===== src/rtl/ttc_pkg.sv =====
// shared types and constants for the utf-8 to cesu-8 transcoder
// job word passed from the front classifier to the byte serializer
// no dependencies
package ttc_pkg;

  localparam int CAP_BITS   = 24;
  localparam int ACC_BITS   = 21;
  localparam int JOB_BYTES  = 6;
  localparam int CNT_BITS   = 3;

  localparam logic [7:0] BYTE_NUL   = 8'h00;
  localparam logic [7:0] BYTE_ED    = 8'hED;
  localparam logic [7:0] BYTE_EF    = 8'hEF;
  localparam logic [7:0] BYTE_BF    = 8'hBF;
  localparam logic [7:0] BYTE_BD    = 8'hBD;
  localparam logic [7:0] BYTE_A0    = 8'hA0;
  localparam logic [7:0] BYTE_B0    = 8'hB0;
  localparam logic [7:0] BYTE_C0    = 8'hC0;
  localparam logic [7:0] BYTE_E0    = 8'hE0;
  localparam logic [7:0] BYTE_CONT  = 8'h80;
  localparam logic [5:0] LOW6_MASK  = 6'h3F;

  localparam logic [CNT_BITS-1:0] LEN_ONE  = 3'd1;
  localparam logic [CNT_BITS-1:0] LEN_TWO  = 3'd2;
  localparam logic [CNT_BITS-1:0] LEN_REP  = 3'd3;
  localparam logic [CNT_BITS-1:0] LEN_PAIR = 3'd6;

  typedef struct packed {
    logic [JOB_BYTES-1:0][7:0] bytes;
    logic [CNT_BITS-1:0]       count;
    logic [CAP_BITS-1:0]       total;
  } job_t;

  typedef struct packed {
    logic [JOB_BYTES-1:0][7:0] bytes;
    logic [CNT_BITS-1:0]       len;
  } units_t;

  function automatic units_t encode_code(input logic [ACC_BITS-1:0] cp);
    units_t     u;
    logic [4:0] plane;
    u = '0;
    plane = cp[20:16] - 5'd1;
    if (cp[20:11] == '0) begin
      u.bytes[0] = BYTE_C0 | {3'b000, cp[10:6]};
      u.bytes[1] = BYTE_CONT | {2'b00, cp[5:0]};
      u.len = LEN_TWO;
    end else if (cp[20:16] == '0) begin
      u.bytes[0] = BYTE_E0 | {4'b0000, cp[15:12]};
      u.bytes[1] = BYTE_CONT | {2'b00, cp[11:6]};
      u.bytes[2] = BYTE_CONT | {2'b00, cp[5:0]};
      u.len = LEN_REP;
    end else begin
      u.bytes[0] = BYTE_ED;
      u.bytes[1] = BYTE_A0 | {4'b0000, plane[3:0]};
      u.bytes[2] = BYTE_CONT | {2'b00, cp[15:10]};
      u.bytes[3] = BYTE_ED;
      u.bytes[4] = BYTE_B0 | {4'b0000, cp[9:6]};
      u.bytes[5] = BYTE_CONT | {2'b00, cp[5:0] & LOW6_MASK};
      u.len = LEN_PAIR;
    end
    return u;
  endfunction

endpackage


===== src/rtl/ttc_front.sv =====
// front end: accepts utf-8 bytes, tracks sequence state and output count
// builds one job word per byte that produces output; uses ttc_pkg
module ttc_front import ttc_pkg::*; #(
  parameter int LENGTH_BITS = 24
) (
  input  logic                clk,
  input  logic                rst,
  input  logic                in_valid,
  output logic                in_stall,
  input  logic [7:0]          in_byte,
  input  logic [CAP_BITS-1:0] capacity,
  input  logic                q_full,
  output logic                push,
  output job_t                job
);

  localparam int SW = ((LENGTH_BITS > CAP_BITS) ? LENGTH_BITS : CAP_BITS) + 1;

  logic [1:0]             pending, pending_next;
  logic [ACC_BITS-1:0]    acc, acc_next;
  logic [LENGTH_BITS-1:0] written, written_next;

  logic                   accept;
  logic [SW-1:0]          cap_ext, w_ext, sum1, sum2, sum3, sum4, sum6;
  logic                   fit1, fit2, fit3, fit4, fit6;
  logic [ACC_BITS-1:0]    acc_cat;
  logic [LENGTH_BITS-1:0] tl_len;
  logic [SW-1:0]          tl_ext;
  logic                   is_cont;
  units_t                 enc;

  assign in_stall = q_full;
  assign accept   = in_valid && !q_full;
  assign cap_ext  = SW'(capacity);
  assign w_ext    = SW'(written);
  assign sum1     = w_ext + SW'(1);
  assign sum2     = w_ext + SW'(2);
  assign sum3     = w_ext + SW'(3);
  assign sum4     = w_ext + SW'(4);
  assign sum6     = w_ext + SW'(6);
  assign fit1     = sum1 < cap_ext;
  assign fit2     = sum2 < cap_ext;
  assign fit3     = sum3 < cap_ext;
  assign fit4     = sum4 < cap_ext;
  assign fit6     = sum6 < cap_ext;
  assign acc_cat  = {acc[ACC_BITS-7:0], in_byte[5:0]};
  assign tl_len   = sum1[LENGTH_BITS-1:0];
  assign tl_ext   = SW'(tl_len);
  assign is_cont  = (in_byte[7:6] == 2'b10);
  assign enc      = encode_code(acc_cat);

  always_comb begin
    logic rep_a;
    rep_a        = 1'b0;
    pending_next = pending;
    acc_next     = acc;
    written_next = written;
    job          = '0;
    if (in_byte == BYTE_NUL) begin
      job.bytes[0] = BYTE_NUL;
      job.count    = LEN_ONE;
      job.total    = tl_ext[CAP_BITS-1:0];
      pending_next = '0;
      acc_next     = '0;
      written_next = '0;
    end else if (fit1) begin
      if (pending != 2'd0 && is_cont) begin
        acc_next     = acc_cat;
        pending_next = pending - 2'd1;
        if (pending == 2'd1) begin
          if (enc.len == LEN_TWO && fit2) begin
            job.bytes    = enc.bytes;
            job.count    = enc.len;
            written_next = sum2[LENGTH_BITS-1:0];
          end else if (enc.len == LEN_REP && fit3) begin
            job.bytes    = enc.bytes;
            job.count    = enc.len;
            written_next = sum3[LENGTH_BITS-1:0];
          end else if (enc.len == LEN_PAIR && fit6) begin
            job.bytes    = enc.bytes;
            job.count    = enc.len;
            written_next = sum6[LENGTH_BITS-1:0];
          end
        end
      end else begin
        // broken sequence gives a replacement before the byte is reclassified
        pending_next = '0;
        if (pending != 2'd0 && fit3) begin
          rep_a        = 1'b1;
          job.bytes[0] = BYTE_EF;
          job.bytes[1] = BYTE_BF;
          job.bytes[2] = BYTE_BD;
          job.count    = LEN_REP;
          written_next = sum3[LENGTH_BITS-1:0];
        end
        if (!in_byte[7]) begin
          if (rep_a && fit4) begin
            job.bytes[3] = in_byte;
            job.count    = LEN_REP + LEN_ONE;
            written_next = sum4[LENGTH_BITS-1:0];
          end else if (!rep_a) begin
            job.bytes[0] = in_byte;
            job.count    = LEN_ONE;
            written_next = sum1[LENGTH_BITS-1:0];
          end
        end else if (in_byte[7:5] == 3'b110) begin
          acc_next     = ACC_BITS'(in_byte[4:0]);
          pending_next = 2'd1;
        end else if (in_byte[7:4] == 4'b1110) begin
          acc_next     = ACC_BITS'(in_byte[3:0]);
          pending_next = 2'd2;
        end else if (in_byte[7:3] == 5'b11110) begin
          acc_next     = ACC_BITS'(in_byte[2:0]);
          pending_next = 2'd3;
        end else if (rep_a) begin
          if (fit6) begin
            job.bytes[3] = BYTE_EF;
            job.bytes[4] = BYTE_BF;
            job.bytes[5] = BYTE_BD;
            job.count    = LEN_PAIR;
            written_next = sum6[LENGTH_BITS-1:0];
          end
        end else if (fit3) begin
          job.bytes[0] = BYTE_EF;
          job.bytes[1] = BYTE_BF;
          job.bytes[2] = BYTE_BD;
          job.count    = LEN_REP;
          written_next = sum3[LENGTH_BITS-1:0];
        end
      end
    end
  end

  assign push = accept && (job.count != '0);

  always_ff @(posedge clk) begin
    if (rst) begin
      pending <= '0;
      acc     <= '0;
      written <= '0;
    end else if (accept) begin
      pending <= pending_next;
      acc     <= acc_next;
      written <= written_next;
    end
  end

endmodule


===== src/rtl/ttc_queue.sv =====
// two-entry job queue between the front end and the byte serializer
// uses ttc_pkg for the job word
module ttc_queue import ttc_pkg::*; (
  input  logic clk,
  input  logic rst,
  input  logic push,
  input  job_t job_in,
  output logic full,
  input  logic pop,
  output logic head_valid,
  output job_t head
);

  job_t       entries [2];
  logic       wr_ptr, rd_ptr;
  logic [1:0] fill;

  assign full       = (fill == 2'd2);
  assign head_valid = (fill != 2'd0);
  assign head       = entries[rd_ptr];

  always_ff @(posedge clk) begin
    if (rst) begin
      wr_ptr <= 1'b0;
      rd_ptr <= 1'b0;
      fill   <= '0;
    end else begin
      if (push) wr_ptr <= ~wr_ptr;
      if (pop)  rd_ptr <= ~rd_ptr;
      if (push && !pop) begin
        fill <= fill + 2'd1;
      end else if (pop && !push) begin
        fill <= fill - 2'd1;
      end
    end
  end

  always_ff @(posedge clk) begin
    if (push) entries[wr_ptr] <= job_in;
  end

endmodule


===== src/rtl/ttc_back.sv =====
// back end: walks the head job one byte a cycle, unless the output stalls, into the output register
// uses ttc_pkg for the job word
module ttc_back import ttc_pkg::*; (
  input  logic                clk,
  input  logic                rst,
  input  logic                head_valid,
  input  job_t                head,
  output logic                pop,
  output logic                out_valid,
  input  logic                out_stall,
  output logic [7:0]          out_byte,
  output logic                last_of_run,
  output logic [CAP_BITS-1:0] total_length
);

  logic [CNT_BITS-1:0] idx, idx_next;
  logic                load;
  logic                at_last;

  assign load    = head_valid && (!out_valid || !out_stall);
  assign at_last = (idx == head.count - LEN_ONE);
  assign pop     = load && at_last;

  always_comb begin
    idx_next = idx;
    if (load) begin
      idx_next = at_last ? '0 : idx + LEN_ONE;
    end
  end

  always_ff @(posedge clk) begin
    if (rst) begin
      idx       <= '0;
      out_valid <= 1'b0;
    end else begin
      idx <= idx_next;
      if (load) begin
        out_valid <= 1'b1;
      end else if (!out_stall) begin
        out_valid <= 1'b0;
      end
    end
  end

  always_ff @(posedge clk) begin
    if (load) begin
      out_byte     <= head.bytes[idx];
      last_of_run  <= at_last;
      total_length <= head.total;
    end
  end

endmodule


===== src/rtl/utf8_to_cesu8_transcoder_unit.sv =====
// top level of the utf-8 to cesu-8 transcoder
// instantiates ttc_front, ttc_queue and ttc_back; uses ttc_pkg
//
// Takes one UTF-8 byte per cycle unless stalled and emits CESU-8 bytes one
// per cycle unless out_stall holds them; a zero byte ends the string and
// yields a terminator carrying total_length. The input takes a byte every
// cycle while the two-entry job queue has room; the output serializer drains
// one byte per cycle unless stalled, so an input byte that expands to more
// than one byte holds its queue slot until its last byte is taken, and a
// long run of multi-byte output throttles the input to the output rate.
// out_capacity is written through the cfg port, which is always ready.
module utf8_to_cesu8_transcoder_unit import ttc_pkg::*; #(
  parameter int LENGTH_BITS = 24
) (
  input  logic                clk,
  input  logic                rst,
  input  logic                cfg_valid,
  output logic                cfg_ready,
  input  logic [CAP_BITS-1:0] out_capacity,
  input  logic                in_valid,
  output logic                in_stall,
  input  logic [7:0]          in_byte,
  output logic                out_valid,
  input  logic                out_stall,
  output logic [7:0]          out_byte,
  output logic                last_of_run,
  output logic [CAP_BITS-1:0] total_length
);

  logic [CAP_BITS-1:0] capacity;
  logic                q_full, push, pop, head_valid;
  job_t                job, head;

  assign cfg_ready = 1'b1;

  always_ff @(posedge clk) begin
    if (rst) begin
      capacity <= '1;
    end else if (cfg_valid && cfg_ready) begin
      capacity <= out_capacity;
    end
  end

  ttc_front #(
    .LENGTH_BITS(LENGTH_BITS)
  ) u_front (
    .clk      (clk),
    .rst      (rst),
    .in_valid (in_valid),
    .in_stall (in_stall),
    .in_byte  (in_byte),
    .capacity (capacity),
    .q_full   (q_full),
    .push     (push),
    .job      (job)
  );

  ttc_queue u_queue (
    .clk        (clk),
    .rst        (rst),
    .push       (push),
    .job_in     (job),
    .full       (q_full),
    .pop        (pop),
    .head_valid (head_valid),
    .head       (head)
  );

  ttc_back u_back (
    .clk          (clk),
    .rst          (rst),
    .head_valid   (head_valid),
    .head         (head),
    .pop          (pop),
    .out_valid    (out_valid),
    .out_stall    (out_stall),
    .out_byte     (out_byte),
    .last_of_run  (last_of_run),
    .total_length (total_length)
  );

endmodule


===== config.mk =====
export PLATFORM = sky130hd
export DESIGN_NAME = utf8_to_cesu8_transcoder_unit
export DESIGN_NICKNAME = d
export VERILOG_FILES = /design/src/rtl/ttc_pkg.sv /design/src/rtl/ttc_front.sv /design/src/rtl/ttc_queue.sv /design/src/rtl/ttc_back.sv /design/src/rtl/utf8_to_cesu8_transcoder_unit.sv
export SDC_FILE = /design/constraint.sdc
export NUM_CORES = 1
export LEC_CHECK = 0
export ABC_AREA = 1
export BUFFER_PORTS_ARGS = -buffer_cell sky130_fd_sc_hd__buf_2
export CAP_MARGIN = 15
export CORE_UTILIZATION = 25
export CTS_CLUSTER_SIZE = 8
export DETAILED_ROUTE_END_ITERATION = 10
export PLACE_DENSITY = 0.49
export SLEW_MARGIN = 20
export SYNTH_ARGS = -nofsm -noshare
export SYNTH_HDL_FRONTEND = slang
export SYNTH_SLANG_ARGS = --single-unit

===== constraint.sdc =====
create_clock -name clk -period 11.75 [get_ports clk]
set_clock_uncertainty 0.05 [all_clocks]
set_input_delay 2.35 -clock clk [delete_from_list [all_inputs] [get_ports clk]]
set_output_delay 2.35 -clock clk [all_outputs]
set_load 0.02 [all_outputs]

Word-level counts from Yosys, hierarchy flattened
Memories as Yosys holds them, arrays and structs flattened. A register that Yosys moved wholly into a read port is not among the register bits.
Cells that the tools add are included.
Widths: inputs -> output; s select.
Storage, ports and cells
  bits of input ports: 37
  RAM bits: 150
  flip-flop bits (word level): 106
  memories kept: 1
  word-level logic and storage cells: 156
  output and inout port bits: 36
Memory list
  u_queue.entries: words 2, bits a word 75, read ports 1, clocked after Yosys merged registers in 1, write ports 1, RTL line ttc_queue.sv:14  | job_t entries [2];
Cells by class
  eq/ne operators: 13
  reductions and logical operators: 31
  muxes and demuxes: 80
  bitwise operators: 2
  order comparisons: 6
  $add $sub $neg: 11
Operator list (count)
  $mux 24: 22
  $mux 51: 9
  $mux 27: 5
  $lt 25x24->1: 5
  $mux 15: 7
  $add 24x2->25 const B: 2
  $add 24x3->25 const B: 2
  $mux 40: 1
  $mux 11: 3
  $mux 16: 2
  $mux 32: 1
  $add 24x1->25 const B: 1
  $mux 25: 1
  $bmux 8 s3: 1
  $mux 8: 3
  $mux 19: 1
  $mux 2: 9
  $logic_and 1x1->1: 12
  $mux 3: 4
  $logic_not 10->1: 1
  $mux 1: 10
  $logic_not 8->1: 1
  $reduce_and 4->1: 2
  $reduce_bool 2->1: 4
  24 further kinds: 34

Longest topological paths before layout
Gate-level depths: netlist of the first run.
  word-level depth: 22
  depth in mapped cells: 35
  mapped depth without buffers: 33

Cells and area by module
Synthesis of the first run repeated with hierarchy kept, for this count alone.
Unflattened totals
  cells, all modules: 2255
  area, all modules: 18500.2 µm²
Modules (own cells, without submodules)
  ttc_front: cells an instance 1722, seq. area each 820.8 µm², area each 10012.1 µm², instances 1
  ttc_queue: cells an instance 266, seq. area each 4604.4 µm², area each 5840.6 µm², instances 1
  ttc_back: cells an instance 160, seq. area each 1071.0 µm², area each 1702.9 µm², instances 1
  utf8_to_cesu8_transcoder_unit: cells an instance 107, seq. area each 480.5 µm², area each 944.7 µm², instances 1

Worst setup path after synthesis of the first run
OpenSTA, ideal clock, no wires.
  path type: input -> register
  from: input in_byte[5]
  to: memory u_queue.entries[0][0] (netlist name), enable pin
  required time: 11210 ps
  path buffers: 0
  path slack: 4978 ps
  stages on the path: 15
  library setup time: 490 ps
  arrival time: 6232 ps
  cell sequence: inv_1 nor2_1 inv_1 nor2_1 nor2_1 nand2_1 inv_1 nand2_1 nand2_1 a21oi_2 nor2_1 nand2_1 nand2_1 nand2_1 nor2_1
Between the ends
  word-level cells in the longest chain between the ends: 12
  elaborated cells on any way between the ends: 15
RTL lines
  start, declared: RTL line utf8_to_cesu8_transcoder_unit.sv:22  | input logic [7:0] in_byte,
  $eq 5x5->1: RTL line ttc_front.sv:112  | end else if (in_byte[7:3] == 5'b11110) begin
  $mux 51: RTL line ttc_front.sv:112
  $mux 51: RTL line ttc_front.sv:109  | end else if (in_byte[7:4] == 4'b1110) begin
  $mux 51: RTL line ttc_front.sv:106  | end else if (in_byte[7:5] == 3'b110) begin
  $mux 11: RTL line ttc_front.sv:96  | if (!in_byte[7]) begin
  $mux 51: RTL line ttc_front.sv:67  | if (pending != 2'd0 && is_cont) begin
  $mux 51: RTL line ttc_front.sv:66  | end else if (fit1) begin
  $mux 11 (*): RTL line ttc_front.sv:59  | if (in_byte == BYTE_NUL) begin
  $reduce_bool 3->1 (*): RTL line ttc_front.sv:134  | assign push = accept && (job.count != '0);
  $logic_and 1x1->1 (*): RTL line ttc_front.sv:134
  $mux 1 (*): RTL line ttc_queue.sv:39  | if (push) entries[wr_ptr] <= job_in;
  $mux 1 (implied by the code) (*): RTL line ttc_queue.sv:39
  end, declared: RTL line ttc_queue.sv:14
Every way passes the cells marked *; elsewhere a longest branch is shown, timed or not.

Final worst setup path of the first run
  from: register u_front.written[1]
  to: memory u_queue.entries[0][29] (netlist name), enable pin
Between the ends
  word-level cells in the longest chain between the ends: 20
  elaborated cells on any way between the ends: 43
RTL lines
  start, declared: RTL line ttc_front.sv:21  | logic [LENGTH_BITS-1:0] written, written_next;
  start signal, assigned: RTL line ttc_front.sv:144  | written <= written_next;
  $add 24x2->25: RTL line ttc_front.sv:38  | assign sum3 = w_ext + SW'(3);
  $lt 25x24->1: RTL line ttc_front.sv:43  | assign fit3 = sum3 < cap_ext;
  $logic_and 1x1->1: RTL line ttc_front.sv:88  | if (pending != 2'd0 && fit3) begin
  $mux 27: RTL line ttc_front.sv:88
  $mux 27: RTL line ttc_front.sv:67
  $mux 27: RTL line ttc_front.sv:66
  $mux 27: RTL line ttc_front.sv:59
  $mux 27 / $mux 3 (equally long branches): RTL line ttc_front.sv:123, ttc_front.sv:116
  [4 not listed]
  $mux 11: RTL line ttc_front.sv:96
  $mux 51: RTL line ttc_front.sv:67
  $mux 51 (*): RTL line ttc_front.sv:66
  $mux 11 (*): RTL line ttc_front.sv:59
  $reduce_bool 3->1 (*): RTL line ttc_front.sv:134
  $logic_and 1x1->1 (*): RTL line ttc_front.sv:134
  $mux 1 (*): RTL line ttc_queue.sv:39
  $mux 1 (implied by the code) (*): RTL line ttc_queue.sv:39
Every way passes the cells marked *; elsewhere a longest branch is shown, timed or not. The select of a mux whose other input is x is not followed.

==> results.yml, run 1 <==
clock_network:
  post_cts_resized: 0
  path_clk_slew_ns: 0.05
  cts_buffers: 37
  ctsHoldBuffers: 0
  cts_tree: "done"
  clk_path_buf_depth: 3
  postCtsSetupBuffers: 0
  root_buffer: "clkbuf_16"
  clock-sinks: 239
  cts.htree.levels: 2
  clock_latency_ns: 0.58
logic_synthesis:
  synth_nets: 2349
  ys_top_cells_by_count: "nand2_1, nor2_1, inv_1"
  synth.ff_latch_count: 239
  synth_edf_count: 165
  syn_area_per_cell_um2: 7.74
  synthTopCellsByArea: "edfxtp_1, nand2_1, ha_1"
  synth_top_area_share_pct: 29.3
  yosysMostFrequentCell: "nand2_1"
  postSynthCellCount: 2184
  synth-seq-area-share_pct: 38.1
  synthArstFlopShare_pct: 0
  yosysUniqueCellTypes: 55
  ys.flop_type: "edfxtp_1"
  yosys.area.top_type: "edfxtp_1"
  yosysWarnings: 0
  syn_area_mm2: 0.0169
sta:
  finalMaxSlewViolations: 0
  finalCritPeriodShare_pct: 62.3
  finalSetupViolations: 0
  max_freq_ghz: 0.137
  fin_tns_setup_ns: 0
  hold_viol_final: 0
  tightest_slew_ns: 1.13
  rsz0062_at_grt: "false"
  finalCriticalPeriod_ns: 7.32
  maxSlewHeadroom_pct: 24.1
placed_design:
  io_buffers: 71
  dp_hpwl_mm: 46.6
  placed_cell_area_mm2: 0.0180
  dpl.cell_count: 3033
  gp_congestion: 0.969
die:
  ioPinCount: 73
  die_w_um: 262
  core_mm2: 0.0663
  rows: 94
  dieArea_mm2: 0.0687
  start_util_pct: 25.5
  fp.dieH_um: 262
worst_setup_path:
  critical_path_class: "register to register"
  reg2reg_depth: 24
  slowest_stage: "nand2_1"
  worstPathRequired_ns: 11.87
  cp-end-kind: "register"
  r2r_start: "u_front.written[1]"
  startpoint: "u_front.written[1]"
  arrival_ns: 7.44
  r2r_slack_ns: 4.43
  critPathTopFamily: "simple AND/OR/NAND/NOR gates"
  worst_path_largest_cell_delay_ns: 0.85
  path_cells: "inv_1 -> ha_1 -> a21oi_1 -> inv_1 -> nand3_1 -> xor2_1 -> inv_1 -> ha_1 -> nand2_1 -> inv_1 -> a21oi_1 -> nand2_1 -> nor2_1 -> nand2_1 -> nor2_1 -> nand3_2 -> nand2_1 -> a21oi_2 -> nor2_1 -> nand2_1 -> nand2_1 -> nand2_1 -> nor2_4 -> buf_4"
  crit_path_start_kind: "register"
  r2r-end: "u_queue.entries[0][29]"
  path_common_cell: "nand2_1"
  path_max_fanout: 42
  critPathBufInv: 5
global_route:
  track_usage_pct: 18.2
  grt_max_degree: 68
  antenna_found_initial: 0
  grt_pass1_wl_mm: 93.4
  gr-total-overflow: 0
  grt_pass1_vias: 14367
layout:
  final_area_mm2: 0.0191
  stdcell_count: 3101
  area_growth_pct: 13.2
  nNetsFinal: 2373
  drive_gt1_share_pct: 9.84
routing:
  drtPass1Iterations: 6
  drc: 0
  wl_per_cell_um: 20.5
  routed_wl_mm: 63.5
  via_count: 15503
  ant_nets: 0
  viasPerCell: 5.00
  drt_iter0_drc: 1506
hold_path:
  holdPathStages: 2
  min_to: "u_front.acc[14]"
  min-delay-path-class: "register to register"
  hp-start: "u_front.acc[14]"
power:
  leakage_nw: 8.33
  finalPower_w: 0.00421
  powerDensity_mw_per_mm2: 220
  ir_worst_vdd_mv: 0.0923
outcome:
  status: "completed"
flow_run:
  cap_viol_max_count: 0
## area by class of cell
type / count / area, um2
Clock inverter: 4 / 70.1
Timing Repair Buffer: 88 / 483
Antenna cell: 1 / 2.50
Sequential cell: 239 / 6440
Fill cell: 7161 / 47200
Clock buffer: 63 / 1080
Multi-Input combinational cell: 1608 / 9110
Tap cell: 864 / 1080
Inverter: 234 / 878
## worst max-delay path by stage
stage                             endpoint  slack, ns  depth (start not counted)
finish              u_queue.entries[0][29]       4.43                         24
global route        u_queue.entries[0][29]       3.96                         24
CTS                 u_queue.entries[0][29]       4.56                         24
detailed placement  u_queue.entries[0][62]       4.58                         24
global placement    u_queue.entries[0][61]       4.70                         24
floorplan            u_queue.entries[0][0]       4.98                         15
## registers in the layout, indices dropped and copies added (netlist names), named ones only
register and cells:
u_back.idx 3, u_queue.rd_ptr 1, u_queue.fill 2, u_back.total_length 24
u_front.written 24, u_queue.wr_ptr 1, u_front.pending 2, u_front.acc 15
u_back.out_valid 1, u_back.out_byte 8, u_back.last_of_run 1, u_queue.entries 132
capacity 24
## where the power goes
| group | internal, W | switching [W] | total (W) |
|---|---|---|---|
| clock network | 0.000649 | 0.000405 | 0.00105 |
| logic | 0.000517 | 0.00133 | 0.00185 |
| registers | 0.00118 | 0.000123 | 0.00131 |
| total | 0.00235 | 0.00186 | 0.00421 |
## layout by cell type (no fill, tap or decap), drive strengths merged, types with 2 or more instances in the layout
cell type,count
a21o,6
a22oi,4
o2111ai,3
nand3,87
nand2,488
and3,2
nor3,26
ha,128
a21oi,173
xor2,85
o21a,10
edfxtp,165
xnor2,5
o22ai,12
nor2,281
a32o,3
o21ai,165
or2,2
o221ai,11
clkbuf,63
clkinv,6
dfxtp,74
inv,231
mux2i,2
nor4,2
o211ai,69
a211oi,6
buf,88
nand4,24
a31oi,7
## worst min-delay path: cells and delay by family (launching register included)
family	cells	cell delay [ns]
DFF	1	0.30
and+or+nand+nor	1	0.06
AOI/OAI and AO/OA	1	0.06
## logic make-up after synthesis
family                   synth area share, %
AO/OA/AOI/OAI                           16.7
adder cells (fa/ha/maj)                 9.47
flip-flops                              38.1
AND/OR/NAND/NOR                         22.8
other                                 0.0222
XOR/XNOR                                4.66
multiplexers                           0.118
buffers and inverters                   8.20
## routing by layer
metal | routed length (um) | share of wire [%] | up-vias | global-route usage, %
li1 | - | - | 7419 | -
met1 | 29800 | 47 | 7375 | 26.0
met5 | 0 | 0 | - | 0
met4 | 1580 | 2.5 | 0 | 5.19
met3 | 4220 | 6.7 | 95 | 2.58
met2 | 27900 | 44 | 614 | 28.5
## per-stage QoR
stage	util [%]	setup WS [ns]	hold WS [ns]
floorplan	-	4.98	0.393
global route	28.9	3.96	0.426
detailed placement	27.1	4.58	0.410
finish	28.9	4.43	0.418
CTS	28.9	4.56	0.417
global placement	27.1	4.70	0.413
(Power assumes the default switching activity.)
==> inputs of run 2 (changes only) <==
--- a/config.mk
+++ b/config.mk
@@ -5,7 +5,7 @@
 export SDC_FILE = /design/constraint.sdc
 export NUM_CORES = 1
 export LEC_CHECK = 0
-export ABC_AREA = 1
+export ABC_AREA = 0
 export BUFFER_PORTS_ARGS = -buffer_cell sky130_fd_sc_hd__buf_2
 export CAP_MARGIN = 15
 export CORE_UTILIZATION = 25
==> constraint.sdc (replaced) <==
create_clock -name clk -period 7.38 [get_ports clk]
set_clock_uncertainty 0.05 [all_clocks]
set_input_delay 1.476 -clock clk [delete_from_list [all_inputs] [get_ports clk]]
set_output_delay 1.476 -clock clk [all_outputs]
set_load 0.02 [all_outputs]
==> results.yml, run 2 <==
layout:
  layout_common_cells: "nand2_1, edfxtp_1, nor2_1, ha_1, a21oi_1"
  nNetsFinal: 1973
  multiInputGateArea_mm2: 0.00934
  top_register: "u_queue.entries"
  largest_reg_flops: 132
  area_growth_pct: 15.6
  drive_gt1_share_pct: 14.3
  nFillCells: 6907
  mostFrequentLayoutCell: "nand2_1"
  seqCellArea_mm2: 0.00644
sta:
  maxSlewHeadroom_pct: 19.6
  finalMaxSlewViolations: 0
  finalCriticalPeriod_ns: 6.98
  rsz0062_at_grt: "false"
  hold_ws_ns: 0.421
  fin_tns_setup_ns: 0
  finalCritPeriodShare_pct: 94.5
  hold_viol_final: 0
  finalSetupViolations: 0
  max_freq_ghz: 0.143
  tightest_slew_ns: 1.19
routing:
  wl_per_cell_um: 23.9
  ant_nets: 0
  drt_iter0_drc: 1430
  viasPerCell: 5.30
  routed_wl_mm: 64.5
  drtPass1Iterations: 5
  via_count: 14308
  drc: 0
logic_synthesis:
  synthTopCellsByArea: "edfxtp_1, ha_1, dfxtp_1"
  postSynthCellCount: 1753
  synth-seq-area-share_pct: 38.8
  synth_edf_count: 165
  synth_top_area_share_pct: 29.9
  yosys.area.top_type: "edfxtp_1"
  syn_area_per_cell_um2: 9.46
  yosysWarnings: 0
  synth.ff_latch_count: 239
  synthArstFlopShare_pct: 0
  ys.flop_type: "edfxtp_1"
  yosysMostFrequentCell: "nand2_1"
  syn_area_mm2: 0.0166
  synth_nets: 1918
  yosysUniqueCellTypes: 88
  ys_top_cells_by_count: "nand2_1, edfxtp_1, nor2_1"
clock_network:
  clk_path_buf_depth: 3
  cts.htree.levels: 2
  clock_latency_ns: 0.57
  ctsHoldBuffers: 0
  clock-sinks: 239
  cts_buffers: 36
  cts_tree: "done"
  path_clk_slew_ns: 0.06
  root_buffer: "clkbuf_16"
worst_setup_path:
  arrival_ns: 7.40
  critical_path_class: "register to register"
  worstPathRequired_ns: 7.81
  crit_path_start_kind: "register"
  reg2reg_depth: 18
  cp-end-kind: "register"
  path_max_fanout: 12
power:
  leakage_nw: 7.59
  power.share.clock_pct: 26.1
  internal_power_w: 0.00364
  ir_worst_vdd_mv: 0.127
  pwr-share-seq_pct: 34.4
  power_frac_comb_pct: 39.5
  swShare_pct: 39.1
  p_sw_w: 0.00233
  finalPower_w: 0.00597
  powerDensity_mw_per_mm2: 312
die:
  rows: 94
  dieArea_mm2: 0.0673
  ioPinCount: 73
  die_w_um: 259
  core_mm2: 0.0656
  fp.dieH_um: 259
  start_util_pct: 25.3
global_route:
  track_usage_pct: 19.0
  gr-total-overflow: 0
  grt_max_degree: 51
  grt_pass1_wl_mm: 95.0
  antenna_found_initial: 5
  grt_pass1_vias: 13970
placed_design:
  dp_hpwl_mm: 47.4
  io_buffers: 71
  gp_congestion: 0.998
hold_path:
  holdPathStages: 2
  min-delay-path-class: "register to register"
flow_run:
  cap_viol_max_count: 0
outcome:
  status: "completed"
run 2: worst max-delay path, stage by stage, from the launching register on:
cell      delay (ns)
dfxtp_1         0.80
inv_1           0.37
ha_1            0.51
nor3_2          0.24
buf_4           0.24
nand2_1         0.10
xnor2_1         0.46
ha_1            0.36
a21oi_1         0.15
o21ai_0         0.31
a221oi_1        0.51
o211ai_2        0.46
or3_4           0.59
o21ai_1         0.46
o221ai_2        0.23
a31oi_4         0.26
ha_1            0.27
or3_1           0.35
a21oi_1         0.14
run 2: timing repair:
action,CTS,global route
resized for setup,0,2
buffers inserted,0,0
endpoints found under the setup margin,0,101
run 2: path summary, 6_finish.rpt:
kind                                         to  slack (ns)               start
worst min-delay path            u_front.acc[11]        0.42     u_front.acc[11]
worst min register to register  u_front.acc[11]        0.42     u_front.acc[11]
worst max register to register  u_queue.fill[1]        0.40  u_front.written[1]
worst max-delay path            u_queue.fill[1]        0.40  u_front.written[1]
run 2: final cells by class:
class	instances	area share [%]
multi-input cells	1307	48.8
diodes	4	0.0522
clock buffers	60	5.22
flip-flops and latches	239	33.6
inverters	92	1.80
well taps	864	5.64
repair buffers	132	4.64
clock inverters	4	0.274
run 2: cells by family (layout without fill, tap and decap cells):
family	Yosys count	in the layout	synth area share, %
compound gates	406	406	16.9
xor+xnor	120	120	6.34
fa+ha+maj	128	128	9.66
buf+inv	207	288	5.10
flops	239	239	38.8
mux	94	94	7.13
other cells	1	5	0.0226
simple gates	558	558	16.0
run 2: stage by stage:
stage | cells | instance area (um2) | worst slack, ns | util, %
2_1_floorplan | 1753 | 16600 | 0.686 | -
3_3_place_gp | 2634 | 18100 | 0.210 | 27.6
3_5_place_dp | 2634 | 18100 | 0.236 | 27.6
4_1_cts | 2698 | 19100 | 0.208 | 29.2
5_1_grt | 2699 | 19200 | 0.148 | 29.2
6_report | 2702 | 19200 | 0.404 | 29.2
run 2: per-layer routing:
metal / vias up / global-route usage [%] / wire length (um)
li1: 6583 / - / -
met1: 6984 / 26.1 / 29100
met2: 622 / 29.7 / 28700
met3: 119 / 3.31 / 4680
met4: 0 / 6.70 / 2080
met5: - / 0 / 0
run 2: power groups by stage:
| stage | registers, W | clock network (W) | logic, W |
|---|---|---|---|
| 3_5_place_dp | 0.00208 | 0 | 0.00234 |
| 6_report | 0.00205 | 0.00156 | 0.00236 |
| 3_3_place_gp | 0.00207 | 0 | 0.00233 |
| 4_1_cts | 0.00205 | 0.00161 | 0.00235 |
| 2_1_floorplan | 0.00209 | 0 | 0.00150 |
| 5_1_grt | 0.00209 | 0.00166 | 0.00255 |
==> inputs of run 3 (changes only) <==
--- a/config.mk
+++ b/config.mk
@@ -5,14 +5,13 @@
 export SDC_FILE = /design/constraint.sdc
 export NUM_CORES = 1
 export LEC_CHECK = 0
-export ABC_AREA = 0
+export ABC_AREA = 1
 export BUFFER_PORTS_ARGS = -buffer_cell sky130_fd_sc_hd__buf_2
 export CAP_MARGIN = 15
 export CORE_UTILIZATION = 25
 export CTS_CLUSTER_SIZE = 8
 export DETAILED_ROUTE_END_ITERATION = 10
 export PLACE_DENSITY = 0.49
-export SLEW_MARGIN = 20
 export SYNTH_ARGS = -nofsm -noshare
 export SYNTH_HDL_FRONTEND = slang
 export SYNTH_SLANG_ARGS = --single-unit
==> results.yml, run 3 (synthesis results as in run 1) <==
worst_setup_path:
  path_max_fanout: 42
  crit_path_start_kind: "register"
  arrival_ns: 6.83
  worstPathRequired_ns: 7.55
  path_cells: "clkinv_1 -> ha_1 -> nor3_1 -> nand2_1 -> xor2_1 -> inv_1 -> ha_1 -> nand2_1 -> inv_1 -> a21oi_1 -> nand2_1 -> nor2_1 -> nand2_1 -> nor2_1 -> nand3_2 -> nand2_1 -> a21oi_2 -> nor2_1 -> nand2_1 -> nand2_1 -> nand3_1 -> inv_2 -> buf_12"
  worst_path_largest_cell_delay_ns: 0.62
  cp-end-kind: "register"
  critical_path_class: "register to register"
  slowest_stage: "dfxtp_1"
  path_common_cell: "nand2_1"
layout:
  drive_gt1_share_pct: 9.78
  antenna-diode-count: 0
  stdcell_count: 3103
  mostFrequentLayoutCell: "nand2_1"
  top_register: "u_queue.entries"
  layout_common_cells: "nand2_1, nor2_1, inv_1, edfxtp_1, a21oi_1"
  area_growth_pct: 13.0
  largest_reg_flops: 132
  nNetsFinal: 2376
placed_design:
  place_ws_ns: 0.900
  io_buffers: 71
  dp_hpwl_mm: 47.0
  gp_congestion: 0.951
  dpl.cell_count: 3036
global_route:
  grt_pass1_vias: 14600
  track_usage_pct: 18.8
  antenna_found_initial: 0
  gr-total-overflow: 0
  grt_max_degree: 68
  grt_pass1_wl_mm: 95.6
flow_run:
  cap_viol_max_count: 0
sta:
  finalCritPeriodShare_pct: 90.2
  max_freq_ghz: 0.150
  maxSlewHeadroom_pct: 19.7
  hold_viol_final: 0
  tightest_slew_ns: 1.20
  finalMaxSlewViolations: 0
  fin_tns_setup_ns: 0
  finalCriticalPeriod_ns: 6.66
  rsz0062_at_grt: "false"
  finalSetupViolations: 0
  fin_ws_ns: 0.724
power:
  leakage_nw: 8.32
  ir_worst_vdd_mv: 0.147
  powerDensity_mw_per_mm2: 349
clock_network:
  path_clk_slew_ns: 0.05
  post_cts_resized: 0
  cts_tree: "done"
  cts_buffers: 37
  clk_path_buf_depth: 3
  clock-sinks: 239
  clock_latency_ns: 0.58
  cts.htree.levels: 2
  ctsHoldBuffers: 0
  root_buffer: "clkbuf_16"
  postCtsSetupBuffers: 0
die:
  start_util_pct: 25.5
  dieArea_mm2: 0.0687
  core_mm2: 0.0663
  rows: 94
  fp.dieH_um: 262
  die_w_um: 262
  ioPinCount: 73
routing:
  drtPass1Iterations: 5
  ant_nets: 0
  via_count: 15439
  routed_wl_mm: 64.9
  viasPerCell: 4.98
  wl_per_cell_um: 20.9
  drc: 0
  drt_iter0_drc: 1154
outcome:
  status: "completed"
hold_path:
  min-delay-path-class: "register to register"
run 3: cell types whose count changed in the layout (fill, tap and decap cells not counted), moves of 43 or more:
cell	change
a21oi_1	+45
o21ai_0	+69
xnor2_1	-63
mux2i_1	-43
nor2_1	+113
inv_1	+129
nand2_1	+279
run 3: worst paths after layout:
kind | from | to | slack, ns | depth (start not counted)
worst min-delay path | u_front.acc[14] | u_front.acc[14] | 0.42 | 2
worst min register to register | u_front.acc[14] | u_front.acc[14] | 0.42 | 2
worst max-delay path | u_front.written[0] | u_queue.entries[1][61] | 0.72 | 23
worst max register to register | u_front.written[0] | u_queue.entries[1][61] | 0.72 | 23
run 3: area by class of cell:
cell class | instances | area (um2)
clock inverters | 4 | 45.0
multi-input cells | 1608 | 9100
inverters | 234 | 878
flip-flops and latches | 239 | 6440
well taps | 864 | 1080
fillers | 7234 | 47200
clock buffers | 63 | 1050
repair buffers | 91 | 518
run 3: through the flow:
step / util (%) / instance area [um2] / power [W] / hold WS (ns)
2_1_floorplan: - / 16900 / 0.00406 / 0.393
3_3_place_gp: 27.2 / 18000 / 0.00500 / 0.411
3_5_place_dp: 27.2 / 18000 / 0.00503 / 0.414
4_1_cts: 28.8 / 19100 / 0.00669 / 0.422
5_1_grt: 28.8 / 19100 / 0.00708 / 0.433
6_report: 28.8 / 19100 / 0.00667 / 0.423
run 3: critical path, delay by kind of cell (launching register included):
family / cells / cell delay, ns
XOR/XNOR: 1 / 0.34
AO/OA/AOI/OAI: 2 / 0.32
AND/OR/NAND/NOR: 13 / 2.77
flip-flops: 1 / 0.62
buffers and inverters: 5 / 1.40
adder cells (fa/ha/maj): 2 / 0.74
run 3: layer usage:
metal  up-vias  wire length, um  GRT usage [%]
li1       7429                -              -
met1      7325            30300           26.6
met2       584            28400           29.0
met3       101             4370           2.82
met4         0             1880           6.09
met5         -                0              0
run 3: power by group:
part | total (W) | switching, W | internal (W)
sequential | 0.00208 | 0.000194 | 0.00188
clock | 0.00162 | 0.000648 | 0.000972
combinational | 0.00298 | 0.00214 | 0.000835
total | 0.00667 | 0.00298 | 0.00369
